### config.mk
export PLATFORM = sky130hd
export DESIGN_NAME = http_date_parser_unit
export DESIGN_NICKNAME = d
export VERILOG_FILES = /design/src/rtl/core/hdp_pkg.sv /design/src/rtl/core/http_date_parser_unit.sv /design/src/rtl/core/hdp_front.sv /design/src/rtl/core/hdp_queue.sv /design/src/rtl/core/hdp_back.sv
export SDC_FILE = /design/constraint.sdc
export NUM_CORES = 2
export LEC_CHECK = 0
export BUFFER_PORTS_ARGS = -buffer_cell sky130_fd_sc_hd__buf_2
export CORE_ASPECT_RATIO = 0.8
export CORE_MARGIN = 2
export CORE_UTILIZATION = 40
export CTS_CLUSTER_DIAMETER = 100
export DETAILED_ROUTE_END_ITERATION = 10
export GPL_ROUTABILITY_DRIVEN = 0
export PLACE_DENSITY = 0.55
export SLEW_MARGIN = 15
export SYNTH_ARGS = -nofsm -noshare
export SYNTH_HDL_FRONTEND = slang
export SYNTH_HIERARCHICAL = 1
export SYNTH_SLANG_ARGS = --single-unit
### constraint.sdc
create_clock -name clock -period 9.4 [get_ports clock]
set_clock_uncertainty 0.15 [all_clocks]
set_input_delay 0.94 -clock clock [delete_from_list [all_inputs] [get_ports clock]]
set_output_delay 0.94 -clock clock [all_outputs]
set_load 0.1 [all_outputs]
### src/rtl/core/hdp_pkg.sv
// Shared types, constants and helper functions of the HTTP date parser.
package hdp_pkg;

   localparam int MAX_TEXT = 127;
   localparam int CNT_W    = $clog2(MAX_TEXT + 1);
   localparam int MAG_W    = 17;
   localparam int NUM_W    = MAG_W + 1;
   localparam logic [MAG_W-1:0] NUM_SAT = 17'd131071;
   localparam logic [3:0] MON_NONE = 4'd12;
   localparam int EPOCH_W  = 43;

   // Number reader phases
   typedef enum logic [1:0] {
      RD_LEAD = 2'd0,
      RD_DIG  = 2'd1,
      RD_STOP = 2'd2
   } rd_phase_type;

   typedef struct packed {
      rd_phase_type      phase;
      logic              neg;
      logic [MAG_W-1:0]  mag;
   } num_rd_type;

   localparam num_rd_type RD_INIT = '{phase: RD_LEAD, neg: 1'b0, mag: '0};

   // Token kinds, fixed at the first byte of a token
   typedef enum logic [1:0] {
      TK_NONE  = 2'd0,
      TK_DAY   = 2'd1,
      TK_DIGIT = 2'd2,
      TK_WORD  = 2'd3
   } tok_kind_type;

   // Parsed fields of one string, handed from front to back
   typedef struct packed {
      logic                     err;
      logic                     have_all;
      logic signed [NUM_W-1:0]  day;
      logic [3:0]               month;
      logic signed [NUM_W-1:0]  year;
      logic [CNT_W-1:0]         ylen;
      logic signed [10:0]       hour;
      logic signed [NUM_W-1:0]  min;
      logic signed [NUM_W-1:0]  sec;
   } fields_type;

   typedef enum logic [2:0] {
      BK_IDLE  = 3'd0,
      BK_PREP  = 3'd1,
      BK_MUL   = 3'd2,
      BK_SUM   = 3'd3,
      BK_SCALE = 3'd4
   } bk_state_type;

   function automatic logic is_digit(input logic [7:0] c);
      return (c >= 8'h30) && (c <= 8'h39);
   endfunction

   function automatic logic is_space(input logic [7:0] c);
      return (c == 8'h20) || ((c >= 8'd9) && (c <= 8'd13));
   endfunction

   // One byte into an atoi style reader, magnitude saturating
   function automatic num_rd_type rd_step(input num_rd_type s, input logic [7:0] c);
      num_rd_type r;
      logic [MAG_W+3:0] acc;
      logic [MAG_W-1:0] sat;
      r   = s;
      acc = {4'b0, s.mag} * (MAG_W+4)'(10) + {{MAG_W{1'b0}}, c[3:0]};
      sat = (acc > {4'b0, NUM_SAT}) ? NUM_SAT : acc[MAG_W-1:0];
      unique case (s.phase)
         RD_LEAD: begin
            if (is_space(c)) begin
               r.phase = RD_LEAD;
            end else if (c == 8'h2B || c == 8'h2D) begin
               r.neg   = (c == 8'h2D);
               r.phase = RD_DIG;
            end else if (is_digit(c)) begin
               r.mag   = sat;
               r.phase = RD_DIG;
            end else begin
               r.phase = RD_STOP;
            end
         end
         RD_DIG: begin
            if (is_digit(c)) r.mag = sat;
            else r.phase = RD_STOP;
         end
         default: r = s;
      endcase
      return r;
   endfunction

   function automatic logic signed [NUM_W-1:0] rd_value(input num_rd_type s);
      logic signed [NUM_W-1:0] v;
      v = $signed({1'b0, s.mag});
      return s.neg ? -v : v;
   endfunction

   // Case-folded three letter month name to index
   function automatic logic [3:0] month_match(input logic [23:0] pre);
      logic [7:0] a, b, c;
      a = pre[23:16];
      b = pre[15:8];
      c = pre[7:0];
      if (a >= 8'h61 && a <= 8'h7A) a = a - 8'd32;
      if (b >= 8'h41 && b <= 8'h5A) b = b + 8'd32;
      if (c >= 8'h41 && c <= 8'h5A) c = c + 8'd32;
      unique case ({a, b, c})
         "Jan":   return 4'd0;
         "Feb":   return 4'd1;
         "Mar":   return 4'd2;
         "Apr":   return 4'd3;
         "May":   return 4'd4;
         "Jun":   return 4'd5;
         "Jul":   return 4'd6;
         "Aug":   return 4'd7;
         "Sep":   return 4'd8;
         "Oct":   return 4'd9;
         "Nov":   return 4'd10;
         "Dec":   return 4'd11;
         default: return MON_NONE;
      endcase
   endfunction

   // Days from March 1 to the first of the month, year starting in March
   function automatic logic [8:0] month_offset(input logic [3:0] m);
      unique case (m)
         4'd0:    return 9'd306;
         4'd1:    return 9'd337;
         4'd2:    return 9'd0;
         4'd3:    return 9'd31;
         4'd4:    return 9'd61;
         4'd5:    return 9'd92;
         4'd6:    return 9'd122;
         4'd7:    return 9'd153;
         4'd8:    return 9'd184;
         4'd9:    return 9'd214;
         4'd10:   return 9'd245;
         4'd11:   return 9'd275;
         default: return 9'd0;
      endcase
   endfunction

endpackage

### src/rtl/core/http_date_parser_unit.sv
// Top level of the HTTP date parser: byte front, field queue, calendar back.
//
//   channel  direction  signals                                    transfer
//   req      in         req_valid req_ready req_char_in req_is_last  one text byte
//   rsp      out        rsp_valid rsp_ready rsp_ok rsp_epoch_seconds one date result
//
// A byte is taken every cycle while the two-entry field queue has room.
// The result is formed by the back end's prep, multiply, sum and scale steps
// and held in its output register; the back end runs once per string.
// Reset empties the queue and output register and clears token length and kind.
// A held result stays in the output register; bytes flow while the queue has room.
module http_date_parser_unit
   import hdp_pkg::*;
(
   input  logic                       clock,
   input  logic                       reset,
   input  logic                       req_valid,
   output logic                       req_ready,
   input  logic [7:0]                 req_char_in,
   input  logic                       req_is_last,
   output logic                       rsp_valid,
   input  logic                       rsp_ready,
   output logic                       rsp_ok,
   output logic signed [EPOCH_W-1:0]  rsp_epoch_seconds
);

   logic       push, full, not_empty, pop;
   fields_type push_fields, pop_fields;

   assign req_ready = !full;

   hdp_front u_front (
      .clock       (clock),
      .reset       (reset),
      .take_byte   (req_valid && req_ready),
      .char_in     (req_char_in),
      .is_last     (req_is_last),
      .push        (push),
      .push_fields (push_fields)
   );

   hdp_queue u_queue (
      .clock       (clock),
      .reset       (reset),
      .push        (push),
      .push_fields (push_fields),
      .full        (full),
      .not_empty   (not_empty),
      .pop         (pop),
      .pop_fields  (pop_fields)
   );

   hdp_back u_back (
      .clock             (clock),
      .reset             (reset),
      .q_valid           (not_empty),
      .q_fields          (pop_fields),
      .q_pop             (pop),
      .rsp_valid         (rsp_valid),
      .rsp_ready         (rsp_ready),
      .rsp_ok            (rsp_ok),
      .rsp_epoch_seconds (rsp_epoch_seconds)
   );

endmodule

### src/rtl/core/hdp_front.sv
// Byte tokenizer: classifies tokens on the fly and collects the date fields.
module hdp_front
   import hdp_pkg::*;
(
   input  logic        clock,
   input  logic        reset,
   input  logic        take_byte,
   input  logic [7:0]  char_in,
   input  logic        is_last,
   output logic        push,
   output fields_type  push_fields
);

   // Text and token state
   logic [CNT_W-1:0] cnt_ff, cnt_in;
   logic             ended_ff, ended_in;
   tok_kind_type     kind_ff, kind_in;
   logic [CNT_W-1:0] tlen_ff, tlen_in;
   num_rd_type       lead_ff, lead_in;
   num_rd_type       r1_ff, r1_in;
   num_rd_type       r2_ff, r2_in;
   logic [1:0]       dash_ff, dash_in;
   logic [1:0]       colon_ff, colon_in;
   logic [1:0]       seg_ff, seg_in;
   logic [23:0]      pre_ff, pre_in;
   logic [CNT_W-1:0] after_ff, after_in;
   logic [3:0]       d0_ff, d0_in;
   logic [7:0]       b1_ff, b1_in;
   // Collected fields
   logic [5:0]              roles_ff, roles_in;   // wday day month year time zone
   logic                    err_ff, err_in;
   logic signed [NUM_W-1:0] day_ff, day_in;
   logic [3:0]              month_ff, month_in;
   logic signed [NUM_W-1:0] year_ff, year_in;
   logic [CNT_W-1:0]        ylen_ff, ylen_in;
   logic signed [10:0]      hour_ff, hour_in;
   logic signed [NUM_W-1:0] min_ff, min_in;
   logic signed [NUM_W-1:0] sec_ff, sec_in;

   always_comb begin
      logic take, sep, append, close, fresh;
      tok_kind_type k;
      logic [1:0] bdash, bcolon, bseg;
      // defaults
      cnt_in = cnt_ff;     ended_in = ended_ff; kind_in = kind_ff;  tlen_in = tlen_ff;
      lead_in = lead_ff;   r1_in = r1_ff;       r2_in = r2_ff;      dash_in = dash_ff;
      colon_in = colon_ff; seg_in = seg_ff;     pre_in = pre_ff;    after_in = after_ff;
      d0_in = d0_ff;       b1_in = b1_ff;       roles_in = roles_ff; err_in = err_ff;
      day_in = day_ff;     month_in = month_ff; year_in = year_ff;  ylen_in = ylen_ff;
      hour_in = hour_ff;   min_in = min_ff;     sec_in = sec_ff;
      k = kind_ff;         bdash = dash_ff;     bcolon = colon_ff;  bseg = seg_ff;
      push = 1'b0;

      take   = take_byte && !ended_ff && (cnt_ff < CNT_W'(MAX_TEXT));
      sep    = (char_in == 8'h00) || (char_in == 8'h2C) || (char_in == 8'h20);
      append = take && !sep;
      close  = (take && sep) || (take_byte && is_last);
      fresh  = (tlen_ff == '0);

      if (take) begin
         cnt_in = cnt_ff + CNT_W'(1);
         if (char_in == 8'h00) ended_in = 1'b1;
      end

      // Append one byte to the current token
      if (append) begin
         if (fresh) begin
            k = !is_digit(char_in) ? TK_WORD : (roles_ff[1] ? TK_DIGIT : TK_DAY);
            lead_in = RD_INIT; r1_in = RD_INIT; r2_in = RD_INIT;
            bdash = 2'd0; bcolon = 2'd0; bseg = 2'd0;
            after_in = '0;
            d0_in = char_in[3:0];
         end else begin
            k = kind_ff;
            bdash = dash_ff; bcolon = colon_ff; bseg = seg_ff;
         end
         kind_in = k;
         lead_in = rd_step(fresh ? RD_INIT : lead_ff, char_in);
         if (tlen_ff == CNT_W'(1)) b1_in = char_in;
         dash_in  = bdash;
         colon_in = bcolon;
         seg_in   = bseg;
         if (k == TK_DAY && char_in == 8'h2D && bdash != 2'd2) dash_in = bdash + 2'd1;
         if (k == TK_DIGIT && char_in == 8'h3A && bcolon != 2'd2) colon_in = bcolon + 2'd1;
         // month text capture
         if ((k == TK_WORD || (k == TK_DAY && bdash == 2'd1 && char_in != 8'h2D))
             && bseg != 2'd3) begin
            unique case (bseg)
               2'd0:    pre_in[23:16] = char_in;
               2'd1:    pre_in[15:8]  = char_in;
               default: pre_in[7:0]   = char_in;
            endcase
            seg_in = bseg + 2'd1;
         end
         if ((k == TK_DAY && bdash == 2'd2) || (k == TK_DIGIT && bcolon != 2'd0)) begin
            r1_in = rd_step(fresh ? RD_INIT : r1_ff, char_in);
         end
         if (k == TK_DAY && bdash == 2'd2) after_in = after_ff + CNT_W'(1);
         if (k == TK_DIGIT && bcolon == 2'd2) r2_in = rd_step(r2_ff, char_in);
         tlen_in = tlen_ff + CNT_W'(1);
      end

      // Close the token and assign its role
      if (close) begin
         if (tlen_in != '0 && !err_ff) begin
            unique case (kind_in)
               TK_DAY: begin
                  roles_in[1] = 1'b1;
                  day_in = rd_value(lead_in);
                  if (dash_in == 2'd1) begin
                     err_in = 1'b1;
                  end else if (dash_in == 2'd2) begin
                     roles_in[2] = 1'b1;
                     roles_in[3] = 1'b1;
                     month_in = (seg_in == 2'd3) ? month_match(pre_in) : MON_NONE;
                     year_in  = rd_value(r1_in);
                     ylen_in  = after_in;
                  end
               end
               TK_DIGIT: begin
                  if (colon_in != 2'd0) begin
                     roles_in[4] = 1'b1;
                     hour_in = $signed({1'b0, 10'(d0_in) * 10'd10})
                             + $signed({3'b0, b1_in}) - 11'sd48;
                     min_in  = rd_value(r1_in);
                     sec_in  = (colon_in == 2'd2) ? rd_value(r2_in) : '0;
                  end else if (!roles_ff[3]) begin
                     roles_in[3] = 1'b1;
                     year_in = rd_value(lead_in);
                     ylen_in = tlen_in;
                  end
               end
               TK_WORD: begin
                  if (!roles_ff[0]) begin
                     roles_in[0] = 1'b1;
                  end else if (!roles_ff[2]) begin
                     roles_in[2] = 1'b1;
                     month_in = (seg_in == 2'd3) ? month_match(pre_in) : MON_NONE;
                  end else if (!roles_ff[5]) begin
                     roles_in[5] = 1'b1;
                  end
               end
               default: ;
            endcase
         end
         tlen_in = '0;
      end

      push_fields.err      = err_in;
      push_fields.have_all = roles_in[1] && roles_in[2] && roles_in[3] && roles_in[4];
      push_fields.day      = day_in;
      push_fields.month    = month_in;
      push_fields.year     = year_in;
      push_fields.ylen     = ylen_in;
      push_fields.hour     = hour_in;
      push_fields.min      = min_in;
      push_fields.sec      = sec_in;

      // End of string: hand off and start over
      if (take_byte && is_last) begin
         push     = 1'b1;
         cnt_in   = '0;       ended_in = 1'b0;    tlen_in = '0;
         roles_in = '0;       err_in   = 1'b0;    day_in  = '0;
         month_in = MON_NONE; year_in  = '0;      ylen_in = '0;
         hour_in  = '0;       min_in   = '0;      sec_in  = '0;
      end
   end

   // Control state
   always_ff @(posedge clock) begin
      if (reset) begin
         cnt_ff   <= '0;
         ended_ff <= 1'b0;
         tlen_ff  <= '0;
         roles_ff <= '0;
         err_ff   <= 1'b0;
         kind_ff  <= TK_NONE;
         month_ff <= MON_NONE;
         day_ff   <= '0;
         year_ff  <= '0;
         ylen_ff  <= '0;
         hour_ff  <= '0;
         min_ff   <= '0;
         sec_ff   <= '0;
      end else begin
         cnt_ff   <= cnt_in;
         ended_ff <= ended_in;
         tlen_ff  <= tlen_in;
         roles_ff <= roles_in;
         err_ff   <= err_in;
         kind_ff  <= kind_in;
         month_ff <= month_in;
         day_ff   <= day_in;
         year_ff  <= year_in;
         ylen_ff  <= ylen_in;
         hour_ff  <= hour_in;
         min_ff   <= min_in;
         sec_ff   <= sec_in;
      end
   end

   // Token working registers, qualified by tlen_ff
   always_ff @(posedge clock) begin
      lead_ff  <= lead_in;
      r1_ff    <= r1_in;
      r2_ff    <= r2_in;
      dash_ff  <= dash_in;
      colon_ff <= colon_in;
      seg_ff   <= seg_in;
      pre_ff   <= pre_in;
      after_ff <= after_in;
      d0_ff    <= d0_in;
      b1_ff    <= b1_in;
   end

endmodule

### src/rtl/core/hdp_queue.sv
// Two-entry queue of parsed field records between front and back.
module hdp_queue
   import hdp_pkg::*;
(
   input  logic       clock,
   input  logic       reset,
   input  logic       push,
   input  fields_type push_fields,
   output logic       full,
   output logic       not_empty,
   input  logic       pop,
   output fields_type pop_fields
);

   fields_type  mem_ff [2];
   logic        wr_ff, wr_in;
   logic        rd_ff, rd_in;
   logic [1:0]  cnt_ff, cnt_in;

   assign full       = (cnt_ff == 2'd2);
   assign not_empty  = (cnt_ff != 2'd0);
   assign pop_fields = mem_ff[rd_ff];

   // Pointer and count update
   always_comb begin
      wr_in  = wr_ff ^ push;
      rd_in  = rd_ff ^ pop;
      cnt_in = cnt_ff + {1'b0, push} - {1'b0, pop};
   end

   always_ff @(posedge clock) begin
      if (reset) begin
         wr_ff  <= 1'b0;
         rd_ff  <= 1'b0;
         cnt_ff <= 2'd0;
      end else begin
         wr_ff  <= wr_in;
         rd_ff  <= rd_in;
         cnt_ff <= cnt_in;
      end
   end

   always_ff @(posedge clock) begin
      if (push) mem_ff[wr_ff] <= push_fields;
   end

endmodule

### src/rtl/core/hdp_back.sv
// Range checks, year pivot and epoch seconds arithmetic, one string at a time.
module hdp_back
   import hdp_pkg::*;
(
   input  logic                       clock,
   input  logic                       reset,
   input  logic                       q_valid,
   input  fields_type                 q_fields,
   output logic                       q_pop,
   output logic                       rsp_valid,
   input  logic                       rsp_ready,
   output logic                       rsp_ok,
   output logic signed [EPOCH_W-1:0]  rsp_epoch_seconds
);

   localparam logic [23:0] RECIP_25 = 24'd167773;   // ceil(2^22 / 25)

   bk_state_type state_ff, state_in;
   fields_type   f_ff, f_in;
   logic         good_ff, good_in;
   logic [18:0]  yp_ff, yp_in;              // shifted March-based year, never negative
   logic [9:0]   extra_ff, extra_in;        // day of year from March plus day - 1
   logic [28:0]  d365_ff, d365_in;
   logic [16:0]  q4_ff, q4_in;
   logic [14:0]  q100_ff, q100_in;
   logic [12:0]  q400_ff, q400_in;
   logic [16:0]  tod_ff, tod_in;
   logic signed [30:0] days_ff, days_in;
   logic         out_v_ff, out_v_in;
   logic         out_ok_ff, out_ok_in;
   logic signed [EPOCH_W-1:0] out_s_ff, out_s_in;

   assign rsp_valid         = out_v_ff;
   assign rsp_ok            = out_ok_ff;
   assign rsp_epoch_seconds = out_s_ff;

   always_comb begin
      logic signed [19:0] yr;
      logic signed [20:0] y;
      logic [40:0]        p100, p400;
      logic signed [47:0] prod;
      state_in = state_ff;  f_in = f_ff;       good_in = good_ff;  yp_in = yp_ff;
      extra_in = extra_ff;  d365_in = d365_ff; q4_in = q4_ff;      q100_in = q100_ff;
      q400_in = q400_ff;    tod_in = tod_ff;   days_in = days_ff;
      out_v_in = out_v_ff && !rsp_ready;
      out_ok_in = out_ok_ff; out_s_in = out_s_ff;
      q_pop = 1'b0;
      yr = '0; y = '0; p100 = '0; p400 = '0; prod = '0;

      unique case (state_ff)
         BK_IDLE: begin
            if (q_valid) begin
               q_pop    = 1'b1;
               f_in     = q_fields;
               state_in = BK_PREP;
            end
         end
         // checks and year pivot
         BK_PREP: begin
            good_in = !f_ff.err && f_ff.have_all && (f_ff.month < MON_NONE)
                    && (f_ff.sec >= 0) && (f_ff.sec <= 59)
                    && (f_ff.min >= 0) && (f_ff.min <= 59)
                    && (f_ff.hour >= 0) && (f_ff.hour <= 23)
                    && (f_ff.day >= 1) && (f_ff.day <= 31);
            yr = 20'(f_ff.year);
            if (f_ff.ylen == CNT_W'(4)) yr = yr - 20'sd1900;
            else if (f_ff.year < 70) yr = yr + 20'sd100;
            else if (f_ff.year > 19000) yr = yr - 20'sd19000;
            y = 21'(yr) + 21'sd1900 - ((f_ff.month < 4'd2) ? 21'sd1 : 21'sd0) + 21'sd160000;
            yp_in    = y[18:0];
            extra_in = 10'(month_offset(f_ff.month)) + 10'(f_ff.day[4:0]) - 10'd1;
            state_in = BK_MUL;
         end
         // constant multiplies for the leap corrections and time of day
         BK_MUL: begin
            p100     = 41'(yp_ff[18:2]) * 41'(RECIP_25);
            p400     = 41'(yp_ff[18:4]) * 41'(RECIP_25);
            d365_in  = 29'(yp_ff) * 29'd365;
            q4_in    = yp_ff[18:2];
            q100_in  = p100[36:22];
            q400_in  = p400[34:22];
            tod_in   = 17'(f_ff.hour[4:0]) * 17'd3600 + 17'(f_ff.min[5:0]) * 17'd60
                     + 17'(f_ff.sec[5:0]);
            state_in = BK_SUM;
         end
         BK_SUM: begin
            days_in  = $signed({2'b0, d365_ff}) + $signed(31'(q4_ff)) - $signed(31'(q100_ff))
                     + $signed(31'(q400_ff)) + $signed(31'(extra_ff))
                     - 31'sd719468 - 31'sd58438800;
            state_in = BK_SCALE;
         end
         // scale to seconds into the output register
         BK_SCALE: begin
            if (!out_v_ff || rsp_ready) begin
               prod      = 48'(days_ff) * 48'sd86400 + 48'(tod_ff);
               out_v_in  = 1'b1;
               out_ok_in = good_ff;
               out_s_in  = good_ff ? prod[EPOCH_W-1:0] : '1;
               state_in  = BK_IDLE;
            end
         end
         default: state_in = BK_IDLE;
      endcase
   end

   always_ff @(posedge clock) begin
      if (reset) begin
         state_ff <= BK_IDLE;
         out_v_ff <= 1'b0;
      end else begin
         state_ff <= state_in;
         out_v_ff <= out_v_in;
      end
   end

   always_ff @(posedge clock) begin
      f_ff      <= f_in;
      good_ff   <= good_in;
      yp_ff     <= yp_in;
      extra_ff  <= extra_in;
      d365_ff   <= d365_in;
      q4_ff     <= q4_in;
      q100_ff   <= q100_in;
      q400_ff   <= q400_in;
      tod_ff    <= tod_in;
      days_ff   <= days_in;
      out_ok_ff <= out_ok_in;
      out_s_ff  <= out_s_in;
   end

endmodule

==> flow_summary_export.csv <==
group,metric,value,unit
synth,ys_seq_area_frac,0.3401,
synth,synth_area,0.05678,mm^2
setup_path,rr_worst_depth,23,
clock_network,numCtsBuffers,77,
timing,finalCriticalPeriod,8.346,ns
global_routing,antenna_found_initial,3,
routing,wl_per_cell,18.50,um
synth,yosys.cell_types.count,121,
placement,portBuffers,58,
setup_path,rr_endpoint,"u_front/month_ff[3]$_SDFF_PP1_",
timing,slew_headroom,0.2757,
synth,synth_edf_count,485,
timing,setup_viol,0,
timing,tightest_slew,1.081,ns
synth,synth.largest_area_cell,"edfxtp_1",
floorplan,rows,123,
clock_network,cts_root_buffer,"clkbuf_16",
finish,fillers,13550,
synth,ys.warnings.count,6,
clock_network,cts_num_sinks,722,
clock_network,htree_levels,3,
finish,fin_nets,6633,
setup_path,path_class,"flip-flop to flip-flop",
timing,rsz0062_at_grt,"false",
setup_path,endpoint,"u_front/month_ff[3]$_SDFF_PP1_",
clock_network,clk-insertion-delay-late,0.67,ns
floorplan,die_h,341.0,um
routing,num_vias,40620,
routing,first_pass_iters,5,
timing,fmax,119.8,MHz
global_routing,grt_pass1_vias,39420,
routing,routed_wirelength,141100,um
setup_path,startpoint_type,"flip-flop",
run,drv_cap,0,
finish,register_area,0.01931,mm^2
global_routing,grt_pass1_wl,223400,um
global_routing,grt_max_degree,66,
finish,syn2layout_area_growth,8.885,%
floorplan,die-area,0.1450,mm^2
synth,synth.most_common_cell,"inv_1",
placement,place_hpwl,109900,um
clock_network,postCtsSetupRepairBufs,0,
timing,hold_viol,0,
clock_network,path_clk_slew,0.06,ns
routing,drcViolationCount,0,
global_routing,track_usage,0.1938,
setup_path,crit_path_end_kind,"flip-flop",
setup_path,cp_max_fo,41,
synth,synthCells,5659,
finish,final_area,0.06183,mm^2
floorplan,die_x,425.2,um
setup_path,critPathArrivalTime,8.72,ns
timing,slew_viol_final,0,
synth,ys_seq_elements,722,
routing,first_iter_violations,2797,
routing,vias_per_cell,5.327,
timing,fin_crit_sh,0.8878,
timing,fin_ws,1.054,ns
floorplan,core,0.1408,mm^2
clock_network,post_cts_resized,0,
finish,drive_gt1_frac,0.08300,
floorplan,initial_utilization,0.4032,
clock_network,cts_tree,"built",
clock_network,clk_path_buf_depth,3,
clock_network,postCtsHoldBufs,0,
routing,postRouteAntennaNets,0,
synth,postSynth.asyncResetShare,0,
setup_path,required,9.78,ns
global_routing,gr-total-overflow,0,
min_path,hp-class,"flip-flop to flip-flop",
synth,netlist_top_cells_count,"inv_1, ha_1, edfxtp_1, nand2_1, fa_1",
timing,fin_tns_setup,0,ns
placement,place_ws,1.257,ns
finish,multi_input_area,0.03387,mm^2
floorplan,io_pins,59,
setup_path,r2r-start,"u_front/tlen_ff[0]$_SDFF_PP0_",
synth,ys.flop_type,"edfxtp_1",
setup_path,r2r_slack,1.05,ns
synth,syn_nets,6609,
setup_path,crit_start,"u_front/tlen_ff[0]$_SDFF_PP0_",
placement,place_area,0.05914,mm^2
synth,yosys.area.top_type_share,0.2565,
outcome,outcome,"finished clean",
synth,synth_area_leaders,"edfxtp_1, ha_1, fa_1",
synth,avgSynthCellArea,10.03,um^2
[layout make-up]
cell class	count	share of cell area
multi-input combinational	3981	0.5479
timing repair buffer	100	0.009795
clock inverter	49	0.009795
tap	1875	0.03795
clock buffer	94	0.03353
sequential	722	0.3124
inverter	801	0.04863
antenna	2	0.00008095
[logic make-up after synthesis]
group                      share of synthesized area
AOI/OAI and AO/OA                             0.1342
xor gates and xnor gates                     0.05822
adders and majority gates                     0.2488
buffers and inverters                        0.06494
DFF                                           0.3401
muxes                                        0.03184
and+or+nand+nor                               0.1219
[layout by cell type (no fill, tap or decap), types with 59 or more instances in the layout]
cell type | Yosys | layout
a31oi_1 | 59 | 59
nand3_1 | 102 | 102
fa_1 | 320 | 320
xor2_1 | 115 | 115
a21o_1 | 111 | 111
nor3_1 | 93 | 91
ha_1 | 617 | 615
and3_1 | 59 | 59
nor2_1 | 300 | 297
o21ai_0 | 239 | 239
inv_1 | 796 | 796
clkbuf_16 | 0 | 79
xnor2_1 | 258 | 258
mux2_2 | 101 | 101
and2_1 | 105 | 105
a21oi_1 | 300 | 300
dfxtp_1 | 237 | 236
nand2_1 | 369 | 368
edfxtp_1 | 485 | 485
[how the worst min path moves through the flow]
stage | slack [ns] | startpoint | end | cells past startpoint
5_1_grt | 0.33 | u_front/pre_ff[23]$_DFF_P_ | u_front/pre_ff[23]$_DFF_P_ | 2
2_1_floorplan | 0.25 | u_back/f_ff[0]$_DFFE_PP_ | u_back/tod_ff[0]$_DFFE_PN_ | 0
6_report | 0.31 | u_front/pre_ff[23]$_DFF_P_ | u_front/pre_ff[23]$_DFF_P_ | 2
4_1_cts | 0.31 | u_front/pre_ff[23]$_DFF_P_ | u_front/pre_ff[23]$_DFF_P_ | 2
3_3_place_gp | 0.29 | u_back/f_ff[0]$_DFFE_PP_ | u_back/tod_ff[0]$_DFFE_PN_ | 0
3_5_place_dp | 0.29 | u_back/f_ff[0]$_DFFE_PP_ | u_back/tod_ff[0]$_DFFE_PN_ | 0
[sequential cells by signal, summed over array words and instances, names as in the netlist, 18 cells and up, named ones only]
signal	flops
u_front/r1_ff	20
u_front/pre_ff	24
u_front/r2_ff	20
u_back/d365_ff	28
u_front/sec_ff	18
u_back/yp_ff	19
u_front/min_ff	18
u_back/f_ff	96
u_front/day_ff	18
u_front/lead_ff	20
u_front/year_ff	18
u_queue/mem_ff	192
u_back/rsp_epoch_seconds	43
u_back/days_ff	31
[metal layers]
layer  track usage  part of all wire
met1        0.2888              0.49
met3       0.03204             0.054
met4       0.04588             0.023
met5             0          0.000092
met2        0.2916              0.43
[critical path, stage by stage (launching register included)]
cell and delay, ns:
dfxtp_1 0.34, inv_1 0.13, ha_1 0.18, nor3b_1 0.56, nand2_2 0.63, nand2_1 0.47
clkinv_1 0.29, ha_1 0.27, a311oi_1 0.66, o211ai_1 0.37, nor2_1 0.69, o21ai_0 0.25
ha_1 0.33, nor2b_1 0.29, a21oi_1 0.11, nor4b_1 0.41, mux2i_1 0.21, or4b_1 0.55
nand2b_1 0.20, a21o_1 0.18, a31oi_1 0.35, o21ai_1 0.13, a211o_1 0.31, nand2b_1 0.15
[through the flow]
stage | hold WS (ns) | utilization | instances
after floorplan | 0.2503 | - | 5659
after global placement | 0.2852 | 0.4200 | 7479
after detailed placement | 0.2905 | 0.4200 | 7479
after CTS | 0.3056 | 0.4390 | 7622
after global routing | 0.3292 | 0.4390 | 7623
final | 0.3064 | 0.4391 | 7624
Power is left out: the tool's default activity adds up to more than one toggle a clock period on the data nets, which glitch-free logic cannot reach.
